**config.mk**
```make
export PLATFORM = sky130hd
export DESIGN_NAME = sobel_ctrl
export DESIGN_NICKNAME = d
export VERILOG_FILES = /design/src/sv/sobel_pkg.sv /design/src/sv/sobel_ctrl.sv
export SDC_FILE = /design/constraint.sdc
export NUM_CORES = 1
export LEC_CHECK = 0
export BUFFER_PORTS_ARGS = -buffer_cell sky130_fd_sc_hd__buf_2
export CAP_MARGIN = 20
export CORE_AREA = 2 2 39 41
export DETAILED_ROUTE_END_ITERATION = 8
export DIE_AREA = 0 0 41 43
export MAX_ROUTING_LAYER = met4
export PLACE_DENSITY = 0.34
export SETUP_SLACK_MARGIN = 0.15
export SYNTH_ARGS = -nofsm -noshare
export SYNTH_HDL_FRONTEND = slang
export SYNTH_SLANG_ARGS = --single-unit
```
**constraint.sdc**
```tcl
create_clock -name i_clk -period 1.2 [get_ports i_clk]
set_input_delay 0.18 -clock i_clk [delete_from_list [all_inputs] [get_ports i_clk]]
set_output_delay 0.18 -clock i_clk [all_outputs]
set_load 0.03 [all_outputs]
```
**src/sv/sobel_pkg.sv**
```systemverilog
// shared types and constants for the sobel edge magnitude unit
// used by sobel_ctrl, sobel_datapath and sobel_edge_magnitude_unit
// no dependencies
package sobel_pkg;

    localparam int MAX_WIDTH = 2048;
    localparam int COL_W     = $clog2(MAX_WIDTH);
    localparam int EW_W      = COL_W + 1;

    localparam int PIX_W     = 8;
    localparam int CFG_W_W   = 12;
    localparam int CFG_H_W   = 16;
    localparam int CFG_DATA_W = 16;
    localparam int CFG_ADDR_W = 2;
    localparam int ROW_W     = 16;

    localparam int GRAD_W    = 11;
    localparam int SQ_W      = 21;
    localparam int ROOT_W    = 16;
    localparam int RES_W     = 17;

    // floor(s / 3) = (s * 683) >> 11 for s up to 765
    localparam int SUM3_W    = 10;
    localparam int RECIP3    = 683;
    localparam int RECIP3_SH = 11;
    localparam int RECIP3_W  = 10;

    localparam logic [CFG_ADDR_W-1:0] CFG_IDX_WIDTH  = 2'd0;
    localparam logic [CFG_ADDR_W-1:0] CFG_IDX_HEIGHT = 2'd1;
    localparam logic [CFG_ADDR_W-1:0] CFG_IDX_MODE   = 2'd2;

    localparam logic [CFG_W_W-1:0] RST_WIDTH  = 12'd640;
    localparam logic [CFG_H_W-1:0] RST_HEIGHT = 16'd480;
    localparam logic               RST_MODE   = 1'b1;

    localparam logic [PIX_W-1:0] MAG_SAT = 8'd255;

    typedef enum logic [2:0] {
        S_IDLE,
        S_WINDOW,
        S_GRAD,
        S_SQUARE,
        S_ROOT,
        S_OUT
    } t_state;

    typedef struct packed {
        logic accept;
        logic window;
        logic grad;
        logic square;
        logic root_step;
        logic out_load;
    } t_cmd;

    typedef struct packed {
        logic interior;
        logic root_last;
        logic out_free;
    } t_status;

endpackage

```
**src/sv/sobel_ctrl.sv**
```systemverilog
// controller state machine for the sobel edge magnitude unit
// sequences read, window shift, gradient, square sum, root and output load
// depends on sobel_pkg
module sobel_ctrl (
    input  logic              i_clk,
    input  logic              i_rst_n,
    input  logic              i_in_valid,
    output logic              o_in_ready,
    input  sobel_pkg::t_status i_status,
    output sobel_pkg::t_cmd    o_cmd
);
    import sobel_pkg::*;

    t_state r_state;
    t_state n_state;

    always_ff @(posedge i_clk) begin
        if (!i_rst_n) begin
            r_state <= S_IDLE;
        end else begin
            r_state <= n_state;
        end
    end

    always_comb begin
        n_state    = r_state;
        o_cmd      = '0;
        o_in_ready = 1'b0;
        case (r_state)
            S_IDLE: begin
                o_in_ready = 1'b1;
                if (i_in_valid) begin
                    o_cmd.accept = 1'b1;
                    n_state      = S_WINDOW;
                end
            end
            S_WINDOW: begin
                o_cmd.window = 1'b1;
                n_state      = i_status.interior ? S_GRAD : S_IDLE;
            end
            S_GRAD: begin
                o_cmd.grad = 1'b1;
                n_state    = S_SQUARE;
            end
            S_SQUARE: begin
                o_cmd.square = 1'b1;
                n_state      = S_ROOT;
            end
            S_ROOT: begin
                o_cmd.root_step = 1'b1;
                if (i_status.root_last) begin
                    n_state = S_OUT;
                end
            end
            S_OUT: begin
                if (i_status.out_free) begin
                    o_cmd.out_load = 1'b1;
                    n_state        = S_IDLE;
                end
            end
            default: begin
                n_state = S_IDLE;
            end
        endcase
    end

endmodule

```
# Word-level counts from Yosys, hierarchy flattened
# Cells that the tools add are included.
[totals]
register_bits = 3
in_bits = 6
output_inout_bits = 7
[classes]
n_eq_ne = 8
mux = 14
reduce_logical = 2
[ops]
columns = ["cell", "n"]
rows = [
  ["one-hot mux 3 bit (6 select lines)", 1],
  ["two-way mux 1 bit", 9],
  ["two-way mux 3 bit", 3],
  ["equality test 3 x 2 -> 1 bit (second input constant)", 2],
  ["equality test 3 bit (second input constant)", 2],
  ["!= test 2 bit (second input constant)", 3],
  ["equality test 3 x 1 -> 1 bit (second input constant)", 1],
  ["logical NOT 3 bit", 1],
  ["AND reduction 3 bit", 1],
  ["two-way mux 2 bit", 1],
]

# Depth between registers and ports, before layout
[logic_depth]
depth_word = 3
depth_mapped = 4
mapped_depth_nobuf = 3

# Worst setup path before layout
# Ideal clock, no wire load.
[synth_timing]
path_type = "flip-flop to output port"
startpoint = "reg r_state[0]"
endpoint = "out o_cmd[5] (netlist name)"
arrival_time_ns = 1.511
setup_slack_ns = -0.491
path_stages_with_launch = 4
n_path_buf = 1
path_cell_list = "dfxtp_1 -> buf_6 -> nor3_1 -> and2_1"
[synth_rtl]
columns = ["item", "line_no", "text"]
rows = [
  ["start, declared", "sobel_ctrl.sv:14", "t_state r_state;"],
  ["start signal, assigned", "sobel_ctrl.sv:21", "r_state <= n_state;"],
  ["end, declared", "sobel_ctrl.sv:10", "output sobel_pkg::t_cmd o_cmd"],
]

==> impl_metrics.yaml <==
logic_synthesis:
  synth_top_area_share: 0.314
  syn_area_um2: 191
  async_flop_share: 0
  yosysMostFrequentCell: "nor2_1"
  synth_edf_count: 0
  ys_seq_elements: 3
  syn_inst: 24
  yosysUniqueCellTypes: 14
  synth_top_cells_by_area: "dfxtp_1 (31%), nor2_1 (9.8%), o21a_1 (7.8%), and2_1 (6.5%), nor3b_2 (6.5%)"
  seq_area_frac_synth: 0.314
  yosys-top-cells-count: "nor2_1 (5), dfxtp_1 (3), nand2_1 (3), and2_1 (2), o21a_1 (2)"
  synth_nets: 30
  yosysWarnings: 0
  synth_area_per_cell_um2: 7.98
  synth_ff_type: "dfxtp_1"
  synth_largest_area_cell: "dfxtp_1"
sta:
  setup_viol: 1
  fmax_mhz: 816
  hold-worst-slack_ns: 0.200
  hold_violations: 0
  worst_pin_slew_ns: 0.197
  rsz0062_at_grt: "true"
  post-route-period-util: 1.02
  skew_ns: 0.00210
  fin_ws_ns: -0.0255
  finalSetupTns_ns: -0.0255
  slew_headroom: 0.869
  final-max-slew-violation-count: 0
  finalCriticalPeriod_ns: 1.23
place:
  place_ws_ns: 0.0670
  dp_hpwl_um: 393
  io_buffers: 12
  gp_congestion: 0.705
detailed_routing:
  routed_wirelength_um: 538
  ant_nets: 0
  avgViaCountPerCell: 3.93
  vias: 228
  drt-initial-drc-count: 0
  first_pass_iters: 1
  wire_per_inst_um: 9.28
  drc: 0
critical_path:
  reg2reg_to: "r_state[1]"
  crit_path_end: "o_cmd[5]"
  cp_data_required_time_ns: 1.02
  crit_start: "r_state[0]"
  arrival_ns: 1.05
  critPathMaxFanout: 6
  endpoint_kind: "output pin"
  worstSetupPathType: "reg -> out"
  cp-start-kind: "flop"
  worstRegToRegCells: 5
  r2r-start: "r_state[0]"
  reg2reg_slack_ns: 0.06
layout:
  drive_above_1_share: 0.762
  largest_reg_flops: 3
  fill_cells: 159
  nNetsFinal: 49
  multi_input_area_um2: 171
  reg_top3: "r_state x3"
  diodes: 0
  top_register: "r_state"
  regArea_um2: 71.3
  area_growth_pct: 112
outcome:
  status: "complete, but fails checks"
  violations: "negative setup slack"
floorplan:
  design.core.area_um2: 1380
  start_util: 0.138
  die_x_um: 41
  core.rowCount: 14
  die_y_um: 43
  ios: 13
  dieArea_um2: 1760
clocking:
  clock_latency_ns: 0.23
  clockRootBuffer: "clkbuf_4"
  cts.clk_slew.worst_paths_ns: 0.04
  cts_made_buffers: 3
  cts_tree: "yes"
  clockBufferDepth: 2
  htreeDepth: 1
  hold_buffers: 0
  cts.sinks: 3
grt:
  antenna_found_initial: 0
  grt_use_total: 0.0772
  grt_pass1_wl_um: 876
  grt_pass1_vias: 221
  overflow: 0
  grt_max_degree: 8
power:
  total_power_w: 0.000411
  peakVddDrop_mv: 0.503
  leakagePower_nw: 0.178
  power_density_nw_per_um2: 1010
job:
  cap_violations: 0
hold_path:
  worst_hold_path_type: "in -> reg"
## cells in the final DEF (no fill, tap or decap), drive strengths merged
cell / instances
buf: 15
nor2: 5
clkbuf: 4
nand2: 4
dfxtp: 3
nor3b: 2
o21a: 2
and2: 2
nor3: 1
nand2b: 1
a21oi: 1
o2bb2ai: 1
mux2: 1
## cell families after synthesis
family	count (synthesis)	synth area share
AOI/OAI and AO/OA	4	0.150
buffers and inverters	1	0.0588
DFF	3	0.314
muxes	1	0.0588
and+or+nand+nor	15	0.418
## routing by layer
metal / GRT usage / wire (um) / up-vias
met5: - / 0 / -
met4: 0.0600 / 0 / 0
met3: 0.0157 / 50 / 0
met2: 0.109 / 267 / 10
met1: 0.0900 / 221 / 101
li1: - / - / 117
## where the power goes
| part | switching, W | total (W) | internal [W] |
|---|---|---|---|
| Combinational | 0.0000601 | 0.000120 | 0.0000602 |
| Clock | 0.0000495 | 0.000174 | 0.000124 |
| Sequential | 0.0000135 | 0.000117 | 0.000103 |
## worst max-delay path, stage by stage, from the launching register on
cell and delay, ns:
dfxtp_4 0.36, nor3_4 0.18, and2_4 0.16, buf_6 0.12
## through the flow
stage               std cells   util  area (um2)
global route               58  0.293         405
floorplan                  24      -         215
detailed placement         52  0.211         292
finish                     58  0.293         405
CTS                        57  0.274         379
global placement           52  0.211         292
## timing repair
item	4_1_cts	5_1_grt
pin swaps	1	1
setup endpoints to repair	10	8
resized for setup	20	5
setup buffers	1	1
## layout make-up
cell class                      instances  share of cell area
Sequential cell                         3               0.176
Clock buffer                            4              0.0648
Multi-Input combinational cell         20               0.423
Tap cell                               16              0.0494
Timing Repair Buffer                   15               0.287
## how the worst min path moves through the flow
stage / start / end / depth (start not counted)
2_1_floorplan: i_rst_n / r_state[2] / 1
3_3_place_gp: i_rst_n / r_state[2] / 2
3_5_place_dp: i_rst_n / r_state[2] / 2
4_1_cts: i_rst_n / r_state[2] / 2
5_1_grt: i_rst_n / r_state[2] / 2
6_report: i_rst_n / r_state[2] / 2
Note: power is estimated with default switching activity, not from simulation.
